`config.mk`:
```
export PLATFORM = sky130hd
export DESIGN_NAME = step_response_metrics_unit
export DESIGN_NICKNAME = d
export VERILOG_FILES = /design/src/srm_pkg.sv /design/src/step_response_metrics_unit.sv /design/src/srm_cfg_regs.sv /design/src/srm_divider.sv /design/src/srm_ctrl.sv /design/src/srm_datapath.sv
export SDC_FILE = /design/constraint.sdc
export NUM_CORES = 2
export LEC_CHECK = 0
export ABC_AREA = 1
export BUFFER_PORTS_ARGS = -buffer_cell sky130_fd_sc_hd__buf_2
export CORE_AREA = 4 4 439 441
export CTS_CLUSTER_SIZE = 14
export DETAILED_ROUTE_END_ITERATION = 10
export DIE_AREA = 0 0 443 445
export PLACE_DENSITY_LB_ADDON = 0.2
export SLEW_MARGIN = 15
export SYNTH_ARGS = -nofsm -noshare
export SYNTH_HDL_FRONTEND = slang
export SYNTH_SLANG_ARGS = --single-unit
```
`constraint.sdc`:
```
create_clock -name clk -period 8.8 [get_ports clk]
set_input_delay 0.44 -clock clk [delete_from_list [all_inputs] [get_ports clk]]
set_output_delay 0.44 -clock clk [all_outputs]
set_load 0.01 [all_outputs]
```
`src/srm_pkg.sv`:
```
// shared types, widths and constants of the step response metrics unit
`default_nettype none

package srm_pkg;

  // field widths
  localparam int SPEED_W    = 16;
  localparam int TIME_W     = 32;
  localparam int ERR_W      = 17;
  localparam int BAND_W     = 7;
  localparam int MIN_TIME_W = 16;
  localparam int OVS_W      = 16;
  localparam int MEAN_W     = 16;

  // stream payload widths
  localparam int IN_DATA_W  = 48;
  localparam int IN_USER_W  = 1;
  localparam int OUT_DATA_W = 96;
  localparam int OUT_USER_W = 4;

  // configuration port
  localparam int CFG_ADDR_W = 4;
  localparam int CFG_DATA_W = 32;
  localparam logic [1:0] REG_SETPOINT = 2'd0;
  localparam logic [1:0] REG_BAND     = 2'd1;
  localparam logic [1:0] REG_MIN_TIME = 2'd2;
  localparam logic [SPEED_W-1:0]    SETPOINT_RST = 16'd0;
  localparam logic [BAND_W-1:0]     BAND_RST     = 7'd5;
  localparam logic [MIN_TIME_W-1:0] MIN_TIME_RST = 16'd200;

  // threshold scaling
  localparam int RISE_PROD_W   = 20;
  localparam int BAND_PROD_W   = 24;
  localparam int RISE_LO_SCALE = 10;
  localparam int RISE_HI_SCALE = 9;
  localparam int BAND_SCALE    = 100;
  localparam int OVS_SCALE     = 10000;

  // shared divider
  localparam int OVS_DIVIDEND_W = 29;
  localparam int DIVISOR_W      = 16;

  localparam int WINDOW_LEN_DEF = 16;

  typedef enum logic [3:0] {
    ST_IDLE,
    ST_START,
    ST_PREP,
    ST_PROD,
    ST_EVAL,
    ST_OVS_LOAD,
    ST_OVS_GO,
    ST_OVS_WAIT,
    ST_MEAN_LOAD,
    ST_MEAN_GO,
    ST_MEAN_WAIT,
    ST_DONE
  } srm_state_t;

  typedef struct packed {
    logic [SPEED_W-1:0]    setpoint;
    logic [BAND_W-1:0]     band_pct;
    logic [MIN_TIME_W-1:0] min_time;
  } srm_cfg_t;

  typedef struct packed {
    logic capture;
    logic start;
    logic prep;
    logic prod;
    logic eval;
    logic ovs_load;
    logic mean_load;
    logic div_start;
    logic ovs_store;
    logic mean_store;
    logic load_out;
  } srm_cmd_t;

  typedef struct packed {
    logic in_mode;
    logic active;
    logic ovs_due;
    logic div_done;
    logic out_busy;
    logic mean_by_div;
  } srm_sts_t;

endpackage

`default_nettype wire

```
`src/step_response_metrics_unit.sv`:
```
// top level of the step response metrics unit
//
// usage: write setpoint, settle band percent and settle minimum time through
// the apb port while the unit is idle, then stream items on the s_ side.
// an item with tuser mode set starts a step and latches its timestamp; later
// sample items update the rise, settle, peak and error-window measurements.
// every transfer in gives exactly one transfer out on the m_ side carrying
// the metrics as they stand after that item.
// flow: one item at a time. a start item steps through capture, start and output
// load; a sample before any start goes from capture to output load; a measured
// sample steps through capture, magnitudes and window read, scaling products,
// evaluate, output load. when the window length is not a power of two the mean
// comes from the shared divider; the one sample that completes the metrics also
// runs the overshoot division, one quotient bit per cycle.
// reset clears all measurement state and the error window valid bits at once
// and loads the register defaults; no clearing pass is needed.
// stall: a result waits in the output register while the next item is taken
// and processed; the unit holds in its final step until the register frees.
`default_nettype none

module step_response_metrics_unit
  import srm_pkg::*;
#(
  parameter int WINDOW_LEN = WINDOW_LEN_DEF
) (
  input  wire logic                  clk,
  input  wire logic                  rst,
  // configuration
  input  wire logic                  psel,
  input  wire logic                  penable,
  input  wire logic                  pwrite,
  input  wire logic [CFG_ADDR_W-1:0] paddr,
  input  wire logic [CFG_DATA_W-1:0] pwdata,
  output logic      [CFG_DATA_W-1:0] prdata,
  output logic                       pready,
  // input stream
  input  wire logic                  s_tvalid,
  output logic                       s_tready,
  input  wire logic [IN_DATA_W-1:0]  s_tdata,   // measured_speed, time_ms
  input  wire logic [IN_USER_W-1:0]  s_tuser,   // mode
  // result stream
  output logic                       m_tvalid,
  input  wire logic                  m_tready,
  output logic      [OUT_DATA_W-1:0] m_tdata,   // rise_time, settling_time, overshoot,
                                                // mean_abs_error
  output logic      [OUT_USER_W-1:0] m_tuser    // step_running, rise_found, settle_found,
                                                // metrics_ready
);

  srm_cfg_t cfg;
  srm_cmd_t cmd;
  srm_sts_t sts;

  // register file
  srm_cfg_regs u_cfg (
    .clk    (clk),
    .rst    (rst),
    .psel   (psel),
    .penable(penable),
    .pwrite (pwrite),
    .paddr  (paddr),
    .pwdata (pwdata),
    .prdata (prdata),
    .pready (pready),
    .cfg    (cfg)
  );

  // sequencer: takes an item only when idle, steps the datapath
  srm_ctrl u_ctrl (
    .clk     (clk),
    .rst     (rst),
    .s_tvalid(s_tvalid),
    .s_tready(s_tready),
    .sts     (sts),
    .cmd     (cmd)
  );

  // measurement state, error window and output register
  srm_datapath #(
    .WINDOW_LEN(WINDOW_LEN)
  ) u_dp (
    .clk     (clk),
    .rst     (rst),
    .cfg     (cfg),
    .cmd     (cmd),
    .sts     (sts),
    .s_tdata (s_tdata),
    .s_tuser (s_tuser),
    .m_tvalid(m_tvalid),
    .m_tready(m_tready),
    .m_tdata (m_tdata),
    .m_tuser (m_tuser)
  );

endmodule

`default_nettype wire

```
`src/srm_cfg_regs.sv`:
```
// apb-style configuration registers
`default_nettype none

module srm_cfg_regs
  import srm_pkg::*;
(
  input  wire logic                  clk,
  input  wire logic                  rst,
  input  wire logic                  psel,
  input  wire logic                  penable,
  input  wire logic                  pwrite,
  input  wire logic [CFG_ADDR_W-1:0] paddr,
  input  wire logic [CFG_DATA_W-1:0] pwdata,
  output logic      [CFG_DATA_W-1:0] prdata,
  output logic                       pready,
  output srm_cfg_t                   cfg
);

  logic       wr_en;
  logic [1:0] reg_idx;

  assign pready  = 1'b1;
  assign wr_en   = psel & penable & pwrite;
  assign reg_idx = paddr[CFG_ADDR_W-1:2];

  always_ff @(posedge clk) begin
    if (rst) begin
      cfg.setpoint <= SETPOINT_RST;
      cfg.band_pct <= BAND_RST;
      cfg.min_time <= MIN_TIME_RST;
    end else if (wr_en) begin
      case (reg_idx)
        REG_SETPOINT: cfg.setpoint <= pwdata[SPEED_W-1:0];
        REG_BAND:     cfg.band_pct <= pwdata[BAND_W-1:0];
        REG_MIN_TIME: cfg.min_time <= pwdata[MIN_TIME_W-1:0];
        default: ;
      endcase
    end
  end

  always_comb begin
    case (reg_idx)
      REG_SETPOINT: prdata = CFG_DATA_W'(cfg.setpoint);
      REG_BAND:     prdata = CFG_DATA_W'(cfg.band_pct);
      REG_MIN_TIME: prdata = CFG_DATA_W'(cfg.min_time);
      default:      prdata = '0;
    endcase
  end

endmodule

`default_nettype wire

```
`src/srm_divider.sv`:
```
// iterative restoring divider, one quotient bit per cycle
`default_nettype none

module srm_divider #(
  parameter int DIVIDEND_W = 29,
  parameter int DIVISOR_W  = 16
) (
  input  wire logic                  clk,
  input  wire logic                  rst,
  input  wire logic                  start,
  input  wire logic [DIVIDEND_W-1:0] dividend,
  input  wire logic [DIVISOR_W-1:0]  divisor,
  output logic      [DIVIDEND_W-1:0] quotient,
  output logic                       done
);

  localparam int CNT_W = $clog2(DIVIDEND_W + 1);

  logic                 busy;
  logic [CNT_W-1:0]     cnt;
  logic [DIVISOR_W-1:0] rem;
  logic [DIVISOR_W-1:0] dvs;
  logic [DIVISOR_W:0]   shifted;
  logic [DIVISOR_W:0]   trial;
  logic                 fits;

  assign shifted = {rem, quotient[DIVIDEND_W-1]};
  assign fits    = shifted >= {1'b0, dvs};
  assign trial   = shifted - {1'b0, dvs};

  always_ff @(posedge clk) begin
    if (rst) begin
      busy <= 1'b0;
      done <= 1'b0;
      cnt  <= '0;
    end else begin
      done <= 1'b0;
      if (start) begin
        busy <= 1'b1;
        cnt  <= CNT_W'(DIVIDEND_W);
      end else if (busy) begin
        cnt <= cnt - 1'b1;
        if (cnt == CNT_W'(1)) begin
          busy <= 1'b0;
          done <= 1'b1;
        end
      end
    end
  end

  always_ff @(posedge clk) begin
    if (start) begin
      quotient <= dividend;
      rem      <= '0;
      dvs      <= divisor;
    end else if (busy) begin
      rem      <= fits ? trial[DIVISOR_W-1:0] : shifted[DIVISOR_W-1:0];
      quotient <= {quotient[DIVIDEND_W-2:0], fits};
    end
  end

endmodule

`default_nettype wire

```
`src/srm_ctrl.sv`:
```
// sequencing state machine of the step response metrics unit
`default_nettype none

module srm_ctrl
  import srm_pkg::*;
(
  input  wire logic     clk,
  input  wire logic     rst,
  input  wire logic     s_tvalid,
  output logic          s_tready,
  input  wire srm_sts_t sts,
  output srm_cmd_t      cmd
);

  srm_state_t state;
  srm_state_t state_next;

  always_ff @(posedge clk) begin
    if (rst) begin
      state <= ST_IDLE;
    end else begin
      state <= state_next;
    end
  end

  always_comb begin
    state_next = state;
    case (state)
      ST_IDLE: begin
        if (s_tvalid) begin
          if (sts.in_mode)     state_next = ST_START;
          else if (sts.active) state_next = ST_PREP;
          else                 state_next = ST_DONE;
        end
      end
      ST_START: state_next = ST_DONE;
      ST_PREP:  state_next = ST_PROD;
      ST_PROD:  state_next = ST_EVAL;
      ST_EVAL: begin
        if (sts.ovs_due)          state_next = ST_OVS_LOAD;
        else if (sts.mean_by_div) state_next = ST_MEAN_LOAD;
        else                      state_next = ST_DONE;
      end
      ST_OVS_LOAD: state_next = ST_OVS_GO;
      ST_OVS_GO:   state_next = ST_OVS_WAIT;
      ST_OVS_WAIT: begin
        if (sts.div_done) state_next = sts.mean_by_div ? ST_MEAN_LOAD : ST_DONE;
      end
      ST_MEAN_LOAD: state_next = ST_MEAN_GO;
      ST_MEAN_GO:   state_next = ST_MEAN_WAIT;
      ST_MEAN_WAIT: begin
        if (sts.div_done) state_next = ST_DONE;
      end
      ST_DONE: begin
        if (!sts.out_busy) state_next = ST_IDLE;
      end
      default: state_next = ST_IDLE;
    endcase
  end

  always_comb begin
    cmd      = '0;
    s_tready = 1'b0;
    case (state)
      ST_IDLE: begin
        s_tready    = 1'b1;
        cmd.capture = s_tvalid;
      end
      ST_START:     cmd.start = 1'b1;
      ST_PREP:      cmd.prep = 1'b1;
      ST_PROD:      cmd.prod = 1'b1;
      ST_EVAL:      cmd.eval = 1'b1;
      ST_OVS_LOAD:  cmd.ovs_load = 1'b1;
      ST_OVS_GO:    cmd.div_start = 1'b1;
      ST_OVS_WAIT:  cmd.ovs_store = sts.div_done;
      ST_MEAN_LOAD: cmd.mean_load = 1'b1;
      ST_MEAN_GO:   cmd.div_start = 1'b1;
      ST_MEAN_WAIT: cmd.mean_store = sts.div_done;
      ST_DONE:      cmd.load_out = !sts.out_busy;
      default: ;
    endcase
  end

endmodule

`default_nettype wire

```
`src/srm_datapath.sv`:
```
// measurement state, error window memory, divider and output register
`default_nettype none

module srm_datapath
  import srm_pkg::*;
#(
  parameter int WINDOW_LEN = WINDOW_LEN_DEF
) (
  input  wire logic                  clk,
  input  wire logic                  rst,
  input  wire srm_cfg_t              cfg,
  input  wire srm_cmd_t              cmd,
  output srm_sts_t                   sts,
  input  wire logic [IN_DATA_W-1:0]  s_tdata,
  input  wire logic [IN_USER_W-1:0]  s_tuser,
  output logic                       m_tvalid,
  input  wire logic                  m_tready,
  output logic      [OUT_DATA_W-1:0] m_tdata,
  output logic      [OUT_USER_W-1:0] m_tuser
);

  localparam int   SLOT_W   = $clog2(WINDOW_LEN);
  localparam int   TOT_W    = ERR_W + SLOT_W;
  localparam int   DIV_W    = (TOT_W > OVS_DIVIDEND_W) ? TOT_W : OVS_DIVIDEND_W;
  localparam logic WIN_POW2 = ((WINDOW_LEN & (WINDOW_LEN - 1)) == 0);

  // captured item and per-sample operands
  logic [SPEED_W-1:0]     meas_r;
  logic [TIME_W-1:0]      time_r;
  logic [SPEED_W-1:0]     asp_r;
  logic [SPEED_W-1:0]     am_r;
  logic [ERR_W-1:0]       err_r;
  logic [ERR_W-1:0]       old_r;
  logic                   old_vld;
  logic [RISE_PROD_W-1:0] am10;
  logic [RISE_PROD_W-1:0] asp9;
  logic [BAND_PROD_W-1:0] err100;
  logic [BAND_PROD_W-1:0] band_lim;

  // measurement state
  logic               active_flag;
  logic [TIME_W-1:0]  start_stamp;
  logic               rise_begun;
  logic [TIME_W-1:0]  rise_begin_stamp;
  logic               rise_measured;
  logic [TIME_W-1:0]  rise_duration;
  logic               in_band;
  logic [TIME_W-1:0]  band_entry_stamp;
  logic               settle_measured;
  logic [TIME_W-1:0]  settle_duration;
  logic [SPEED_W-1:0] peak;
  logic [SLOT_W-1:0]  window_slot;
  logic [TOT_W-1:0]   window_total;
  logic [OVS_W-1:0]   overshoot_value;
  logic [MEAN_W-1:0]  mean_value;
  logic               ready_flag;

  logic [ERR_W-1:0]      win_mem [WINDOW_LEN];
  logic [WINDOW_LEN-1:0] win_vld;

  // divider operands
  logic [DIV_W-1:0]     div_a;
  logic [DIVISOR_W-1:0] div_b;
  logic [DIV_W-1:0]     div_quo;
  logic                 div_done;

  // combinational sample terms
  logic [SPEED_W-1:0] sp_mag;
  logic [SPEED_W-1:0] meas_mag;
  logic [ERR_W-1:0]   diff;
  logic [ERR_W-1:0]   diff_mag;
  logic               rise_lo;
  logic               rise_hi;
  logic               rise_complete;
  logic [TIME_W-1:0]  rise_stamp_eff;
  logic               settle_check;
  logic               band_hit;
  logic [TIME_W-1:0]  band_stamp_eff;
  logic               settle_complete;
  logic [ERR_W-1:0]   old_err;
  logic [TOT_W-1:0]   total_next;
  logic [SPEED_W-1:0] peak_next;
  logic [SPEED_W-1:0] ovs_diff;
  logic               ovs_due;

  always_comb begin
    sp_mag   = cfg.setpoint[SPEED_W-1] ? SPEED_W'(~cfg.setpoint + 1'b1) : cfg.setpoint;
    meas_mag = meas_r[SPEED_W-1] ? SPEED_W'(~meas_r + 1'b1) : meas_r;
    diff     = {meas_r[SPEED_W-1], meas_r} - {cfg.setpoint[SPEED_W-1], cfg.setpoint};
    diff_mag = diff[ERR_W-1] ? ERR_W'(~diff + 1'b1) : diff;
  end

  always_comb begin
    rise_lo         = am10 >= RISE_PROD_W'(asp_r);
    rise_hi         = am10 >= asp9;
    rise_stamp_eff  = rise_begun ? rise_begin_stamp : time_r;
    rise_complete   = !rise_measured && (rise_begun || rise_lo) && rise_hi;
    settle_check    = !settle_measured && (asp_r != '0);
    band_hit        = err100 <= band_lim;
    band_stamp_eff  = in_band ? band_entry_stamp : time_r;
    settle_complete = settle_check && band_hit &&
                      ((time_r - band_stamp_eff) >= TIME_W'(cfg.min_time));
    old_err         = old_vld ? old_r : '0;
    total_next      = window_total - TOT_W'(old_err) + TOT_W'(err_r);
    peak_next       = (am_r > peak) ? am_r : peak;
    ovs_diff        = peak - asp_r;
    ovs_due         = (rise_measured || rise_complete) &&
                      (settle_measured || settle_complete) && !ready_flag;
  end

  // operand pipeline, no reset needed
  always_ff @(posedge clk) begin
    if (cmd.capture) begin
      meas_r <= s_tdata[SPEED_W-1:0];
      time_r <= s_tdata[SPEED_W +: TIME_W];
    end
    if (cmd.prep) begin
      asp_r <= sp_mag;
      am_r  <= meas_mag;
      err_r <= diff_mag;
    end
    if (cmd.prod) begin
      am10     <= RISE_PROD_W'(am_r) * RISE_PROD_W'(RISE_LO_SCALE);
      asp9     <= RISE_PROD_W'(asp_r) * RISE_PROD_W'(RISE_HI_SCALE);
      err100   <= BAND_PROD_W'(err_r) * BAND_PROD_W'(BAND_SCALE);
      band_lim <= BAND_PROD_W'(asp_r) * BAND_PROD_W'(cfg.band_pct);
    end
    if (cmd.ovs_load) begin
      if ((asp_r != '0) && (peak > asp_r)) begin
        div_a <= DIV_W'(ovs_diff * OVS_SCALE);
        div_b <= asp_r;
      end else begin
        div_a <= '0;
        div_b <= DIVISOR_W'(1);
      end
    end else if (cmd.mean_load) begin
      div_a <= DIV_W'(window_total);
      div_b <= DIVISOR_W'(WINDOW_LEN);
    end
  end

  // error window memory
  always_ff @(posedge clk) begin
    if (cmd.prep) begin
      old_r <= win_mem[window_slot];
    end
    if (cmd.eval) begin
      win_mem[window_slot] <= err_r;
    end
  end

  // measurement state
  always_ff @(posedge clk) begin
    if (rst || cmd.start) begin
      active_flag      <= cmd.start & ~rst;
      start_stamp      <= (cmd.start & ~rst) ? time_r : '0;
      rise_begun       <= 1'b0;
      rise_begin_stamp <= '0;
      rise_measured    <= 1'b0;
      rise_duration    <= '0;
      in_band          <= 1'b0;
      band_entry_stamp <= '0;
      settle_measured  <= 1'b0;
      settle_duration  <= '0;
      peak             <= '0;
      win_vld          <= '0;
      window_slot      <= '0;
      window_total     <= '0;
      overshoot_value  <= '0;
      mean_value       <= '0;
      ready_flag       <= 1'b0;
      old_vld          <= 1'b0;
    end else begin
      if (cmd.prep) begin
        old_vld <= win_vld[window_slot];
      end
      if (cmd.eval) begin
        peak <= peak_next;
        if (!rise_measured) begin
          if (!rise_begun && rise_lo) begin
            rise_begun       <= 1'b1;
            rise_begin_stamp <= time_r;
          end
          if (rise_complete) begin
            rise_duration <= time_r - rise_stamp_eff;
            rise_measured <= 1'b1;
          end
        end
        if (settle_check) begin
          if (band_hit) begin
            in_band          <= 1'b1;
            band_entry_stamp <= band_stamp_eff;
            if (settle_complete) begin
              settle_duration <= band_stamp_eff - start_stamp;
              settle_measured <= 1'b1;
            end
          end else begin
            in_band <= 1'b0;
          end
        end
        window_total         <= total_next;
        win_vld[window_slot] <= 1'b1;
        window_slot <= (window_slot == SLOT_W'(WINDOW_LEN - 1)) ? '0 : window_slot + 1'b1;
        if (ovs_due) begin
          ready_flag <= 1'b1;
        end
        if (WIN_POW2) begin
          mean_value <= MEAN_W'(total_next >> SLOT_W);
        end
      end
      if (cmd.ovs_store) begin
        overshoot_value <= (div_quo > DIV_W'({OVS_W{1'b1}})) ? '1 : div_quo[OVS_W-1:0];
      end
      if (cmd.mean_store) begin
        mean_value <= div_quo[MEAN_W-1:0];
      end
    end
  end

  srm_divider #(
    .DIVIDEND_W(DIV_W),
    .DIVISOR_W (DIVISOR_W)
  ) u_div (
    .clk     (clk),
    .rst     (rst),
    .start   (cmd.div_start),
    .dividend(div_a),
    .divisor (div_b),
    .quotient(div_quo),
    .done    (div_done)
  );

  // output register
  always_ff @(posedge clk) begin
    if (rst) begin
      m_tvalid <= 1'b0;
    end else if (cmd.load_out) begin
      m_tvalid <= 1'b1;
    end else if (m_tready) begin
      m_tvalid <= 1'b0;
    end
  end

  always_ff @(posedge clk) begin
    if (cmd.load_out) begin
      m_tdata <= {mean_value, overshoot_value, settle_duration, rise_duration};
      m_tuser <= {ready_flag, settle_measured, rise_measured, active_flag};
    end
  end

  always_comb begin
    sts.in_mode     = s_tuser[0];
    sts.active      = active_flag;
    sts.ovs_due     = ovs_due;
    sts.div_done    = div_done;
    sts.out_busy    = m_tvalid & ~m_tready;
    sts.mean_by_div = !WIN_POW2;
  end

endmodule

`default_nettype wire

```
# Word-level counts from Yosys, hierarchy flattened
# Memory sizes are Yosys's and may differ from the RTL's. A register that Yosys moved wholly into a read port is not among the register bits.
# Cells that the tools add are included.
# W data, S select, Z words.
[word_totals] regBits=694 ram_bits=272 inputBits=92 out_inout_bits=135 word_cells=202 n_memories=1
[op_classes] n_addsub=13 mul=5 magnitude_cmp=10 n_eq_ne=18 mux=56 bitwise=12 n_reduce_logical=41
[memory_table] name="u_dp.win_mem" words=16 width=17 read_ports=1 rd_clocked_by_memory_dff=1 wr=1 line_no="srm_datapath.sv:58" text="logic [ERR_W-1:0] win_mem [WINDOW_LEN];"
[op_table] operator="$mux W29" n=5
[op_table] operator="$mux W16" n=8
[op_table] operator="$sub A32 B32 Y32" n=3
[op_table] operator="$mux W32" n=2
[op_table] operator="$pmux W16 S3" n=1
[op_table] operator="$pmux W4 S11" n=1
[op_table] operator="$add A16 B1 Y16 const B" n=2
[op_table] operator="$ge A32 B16 Y1" n=1
[op_table] operator="$gt A16 B16 Y1" n=2
[op_table] operator="$not A16 Y16" n=2
[op_table] operator="$sub A16 B16 Y16" n=2
[op_table] operator="$mux W15" n=2
[op_table] operator="$gt A29 B16 Y1 const B" n=1
[op_table] operator="$mux W4" n=7
[op_table] operator="$mul A16 B10 Y25 const B" n=1
[op_table] operator="$mux W1" n=25
[op_table] operator="$le A24 B23 Y1" n=1
[op_table] operator="$mul A16 B7 Y23" n=1
[op_table] operator="$mul A17 B5 Y22 const B" n=1
[op_table] operator="$add A21 B17 Y21" n=1
[op_table] operator="$sub A21 B17 Y21" n=1
[op_table] operator="$eq A4 B4 Y1 const B" n=5
[op_table] operator="$ge A20 B16 Y1" n=1
[op_table] operator="$ge A20 B20 Y1" n=1
[op_table] operator="other kinds (37)" n=78

# Depth between registers and ports, before layout
[logic_depth] word_depth=9 depth_mapped=33 ltp_nobuf=32

# Hierarchy
# From an unflattened synthesis, not the netlist that was laid out.
[hier_totals] hier_cells=6563 area_unflattened_um2=58353.5
[by_module_without_submodules] mod="srm_datapath" instances=1 cells_each=5672 area_per_inst_um2=51991.1 seq_area_each_um2=23943.0
[by_module_without_submodules] mod="srm_divider" instances=1 cells_each=505 area_per_inst_um2=3911.3 seq_area_each_um2=1811.7
[by_module_without_submodules] mod="srm_cfg_regs" instances=1 cells_each=296 area_per_inst_um2=1964.4 seq_area_each_um2=780.7
[by_module_without_submodules] mod="srm_ctrl" instances=1 cells_each=90 area_per_inst_um2=486.7 seq_area_each_um2=80.1

# Worst setup path after synthesis
# No wires, ideal clock.
[synth_path] kind="reg-to-reg" from="register u_ctrl.state[3]" to="register u_dp.m_tdata[0], enable pin" setup_ns=0.681 t_arrival_ns=7.330 required_ns=8.119 setup_slack_ns=0.788 stages_incl_launch_ff=5 path_buffers=0 period_less_slack_ns=8.012 path_cell_list="dfxtp_1 > inv_1 > nor2_1 > inv_1 > nor3_1"
[synth_rtl] element="from (decl)" line_no="srm_ctrl.sv:15" text="srm_state_t state;"
[synth_rtl] element="from (signal assigned)" line_no="srm_ctrl.sv:22" text="state <= state_next;"
[synth_rtl] element="to (signal assigned)" line_no="srm_datapath.sv:246" text="m_tdata <= {mean_value, overshoot_value, settle_duration, rise_duration};"
[synth_rtl] element="to (decl)" line_no="srm_datapath.sv:18" text="output logic [OUT_DATA_W-1:0] m_tdata,"

# Final worst setup path
[layout_path] from="register u_dp.asp_r[2]" to="register u_dp.div_a[28], data pin"
[layout_via] elab_chain_len=4 word_cells_on_any_way=7 cone_classes="add/sub: 1; mul: 1; order compare: 1; mux: 2; reduce/logical: 2"
[layout_rtl] element="from (decl)" line_no="srm_datapath.sv:30" text="logic [SPEED_W-1:0] asp_r;"
[layout_rtl] element="from (signal assigned)" line_no="srm_datapath.sv:118" text="asp_r <= sp_mag;"
[layout_rtl] element="$sub A16 B16 Y16 (tied with other cells)" line_no="srm_datapath.sv:106" text="ovs_diff = peak - asp_r;"
[layout_rtl] element="$mul A16 B10 Y25 or $logic_and A1 B1 Y1 (tied branches)" line_no="srm_datapath.sv:130, srm_datapath.sv:129"
[layout_rtl] element="$mux W29 (*)" line_no="srm_datapath.sv:129" text="if ((asp_r != '0) && (peak > asp_r)) begin"
[layout_rtl] element="$mux W29 (*)" line_no="srm_datapath.sv:128" text="if (cmd.ovs_load) begin"
[layout_rtl] element="to (signal assigned)" line_no="srm_datapath.sv:130" text="div_a <= DIV_W'(ovs_diff * OVS_SCALE);"
[layout_rtl] element="to (signal assigned)" line_no="srm_datapath.sv:137" text="div_a <= DIV_W'(window_total);"
[layout_rtl] element="to (decl)" line_no="srm_datapath.sv:62" text="logic [DIV_W-1:0] div_a;"
# Every way passes the cells marked *; elsewhere a longest branch is shown, timed or not.
# A chain may end at the register's enable or synchronous reset.

==> flow_metrics.tcl <==
set metrics [dict create \
    gr-total-overflow 0 \
    whs_path_depth 1 \
    ant_nets 0 \
    ios 227 \
    clk_pin_slew_ns 0.06 \
    yosys.area.top_type_share_pct 37.0 \
    comb_power_share_pct 48.3 \
    drive_gt1_share_pct 7.49 \
    max_freq_ghz 0.135 \
    finalSetupTns_ns 0 \
    die_height_um 445 \
    num_vias 41900 \
    setup_viol 0 \
    start_util_pct 29.7 \
    cts_max_level 3 \
    pre_cts_ws_ns 1.35 \
    synth_edf_count 693 \
    synth-seq-area-share_pct 47.3 \
    avgViaCountPerCell 4.68 \
    synth_cell_type_count 56 \
    slowest_delay_ns 0.60 \
    ys_top_cells_by_area "edfxtp_1, ha_1, dfxtp_1, nand2_1, inv_1" \
    die_w_um 443 \
    p_seq_share_pct 28.9 \
    synth_area_leader_cell "edfxtp_1" \
    ys_ff_latch 983 \
    reg2reg_from "u_dp.asp_r[2]" \
    slew_headroom_pct 24.5 \
    antenna_found_initial 3 \
    rrSetupSlack_ns 1.41 \
    min_period_ns 7.39 \
    synth_ff_type "edfxtp_1" \
    drc 0 \
    track_usage_pct 16.4 \
    worstPathArrival_ns 7.85 \
    grt_pass1_vias 41100 \
    final_nets 7044 \
    area_delta_synth_final_pct 14.8 \
    internal-power_mw 12.4 \
    ys_warn_count 0 \
    grt_pass1_wl_um 251000 \
    dp_hpwl_um 122000 \
    cts-root-buf "clkbuf_16" \
    critPathSlowestCell "edfxtp_1" \
    cts_buffers 113 \
    portBuffers 191 \
    syn_area_per_cell_sq_um 9.21 \
    grt_max_degree 93 \
    firstDrtPassIters 6 \
    row_count 160 \
    max-cap-violations 0 \
    p_leak_nw 27.6 \
    worst-r2r-cell-count 30 \
    die_area_sq_um 197000 \
    peakVddDrop_v 0.000555 \
    routed_wl_um 164000 \
    netlist_area_sq_um 56300 \
    crit_path_start_kind "flip-flop" \
    swShare_pct 41.9 \
    clock_sinks 983 \
    endpoint_kind "flip-flop" \
    worstHoldStart "s_tdata[14]" \
    cts_resized 0 \
    cts_tree "yes" \
    ys_async_sr_fraction_pct 0 \
    worst_pin_slew_ns 1.13 \
    path_common_cell "inv_1" \
    clkPwrFrac_pct 22.8 \
    gp_congestion 0.863 \
    holdPathEnd "u_dp.meas_r[14]" \
    worst_slack_ns 1.41 \
    required_ns 9.26 \
    rsz0062_at_grt "no" \
    slew_viol_final 0 \
    wl_per_cell_um 18.3 \
    crit_type "reg -> reg" \
    fin_crit_sh_pct 84.0 \
    drt_first_iter_violations 2529 \
    p_switching_mw 8.98 \
    core_sq_um 189000 \
    crit_fanout 10 \
    finalHoldViolations 0 \
    outcome "complete, no violations" \
    clockBufferDepth 3 \
    r2r_end "u_dp.div_a[28]" \
    hold_class "in -> reg" \
    synth_cells 6110 \
    p_per_area_nw_per_um2 332 \
    insertion_delay_ns 0.75 \
    skew_ns 0.0455 \
]
## metal layers
layer	global-route usage (%)	wire length (um)	up-vias
li1	-	-	20900
met1	21.2	73000	20000
met2	28.4	79700	755
met3	1.89	5660	231
met4	5.77	5450	0
met5	0	0	-
## worst max path at each step
stage | to | slack, ns | from | cells past startpoint
detailed placement | u_dp.div_a[28] | 1.35 | u_dp.asp_r[2] | 30
global placement | u_dp.div_a[28] | 1.42 | u_dp.asp_r[2] | 30
finish | u_dp.div_a[28] | 1.41 | u_dp.asp_r[2] | 30
floorplan | u_dp.m_tdata[0] | 0.79 | u_ctrl.state[3] | 4
CTS | u_dp.div_a[26] | 1.32 | u_dp.asp_r[2] | 31
global route | u_dp.div_a[26] | 0.64 | u_dp.asp_r[2] | 31
## synthesized netlist by cell type, types with 19 or more instances
master    number
a21oi_1      500
edfxtp_1     693
clkbuf_1     183
ha_1         478
inv_1        923
o22ai_1       95
nand2_1     1045
xnor2_1       83
xor2_1       147
o21ai_1       40
nor4_1        19
o211ai_1      34
nand4_1       47
o21ai_0      533
fa_1         141
dfxtp_1      290
a31oi_1       57
nor3_1        41
nor2_1       486
nand3_1      101
## per-stage QoR
| stage | util, % | instances | power (mW) | hold slack [ns] | cell area [sq um] |
|---|---|---|---|---|---|
| 4_1_cts | 34.1 | 8943 | 21.7 | 0.0453 | 64600 |
| 3_3_place_gp | 31.8 | 8665 | 16.7 | 0.404 | 60100 |
| 2_1_floorplan | - | 6125 | 13.9 | 0.400 | 56300 |
| 5_1_grt | 34.1 | 8944 | 23.4 | 0.0533 | 64600 |
| 3_5_place_dp | 31.8 | 8665 | 16.7 | 0.406 | 60100 |
| 6_report | 34.1 | 8945 | 21.4 | 0.0993 | 64600 |
## worst max-delay path, delay by kind of cell, from the launching register on
family	cells	cell delay (ns)
buffers and inverters	6	0.60
DFF	1	0.60
adders and majority gates	7	2.86
xor gates and xnor gates	1	0.27
AOI/OAI and AO/OA	10	2.16
and+or+nand+nor	6	0.62
## power groups by stage
stage | Combinational, mW | Sequential (mW) | Clock, mW
finish | 10.3 | 6.19 | 4.88
global route | 12.0 | 6.24 | 5.21
CTS | 10.5 | 6.20 | 5.02
detailed placement | 10.4 | 6.30 | 0
global placement | 10.4 | 6.29 | 0
floorplan | 7.81 | 6.06 | 0
## cell families (layout without fill, tap and decap cells)
kind of cell,after synthesis,after routing,share of synthesized area (%)
and+or+nand+nor,1775,1775,12.7
other,2,19,0.0133
xor gates and xnor gates,230,230,3.58
DFF,983,983,47.3
adders and majority gates,619,619,15.6
buffers and inverters,1150,1457,7.83
AOI/OAI and AO/OA,1351,1351,13.0
## registers in the layout (all words and copies together) (netlist names), 32 cells and up
signal and flops:
u_cfg.cfg 39, u_dp.band_entry_stamp 32, u_dp.m_tdata 96, u_dp.rise_begin_stamp 32
u_dp.rise_duration 32, u_dp.settle_duration 32, u_dp.start_stamp 32, u_dp.time_r 32
u_dp.win_mem 272
## repair_timing
item                                   4_1_cts  5_1_grt
endpoints found under the hold margin       82        0
hold buffers                                64        0
setup buffers                                0        0
## final cells by class
type	instances	area [sq um]
well taps	2511	3140
fillers	19400	125000
clock inverters	59	631
inverters	937	3520
diodes	2	5.00
flip-flops and latches	983	26600
repair buffers	306	1980
clock buffers	155	3240
multi-input cells	3992	25500
## layout by cell type, fill, tap and decap left out, types with 51 or more instances in the layout
master,count
fa_1,141
dfxtp_1,287
buf_4,51
xnor2_1,83
buf_2,191
clkbuf_16,118
a31oi_1,57
nor2_1,462
dlygate4sd3_1,64
xor2_1,147
edfxtp_1,693
inv_1,920
nand2_1,1044
o21ai_0,532
o22ai_1,95
a21oi_1,500
nand3_1,101
ha_1,478
Note: power is estimated with default switching activity, not from simulation.
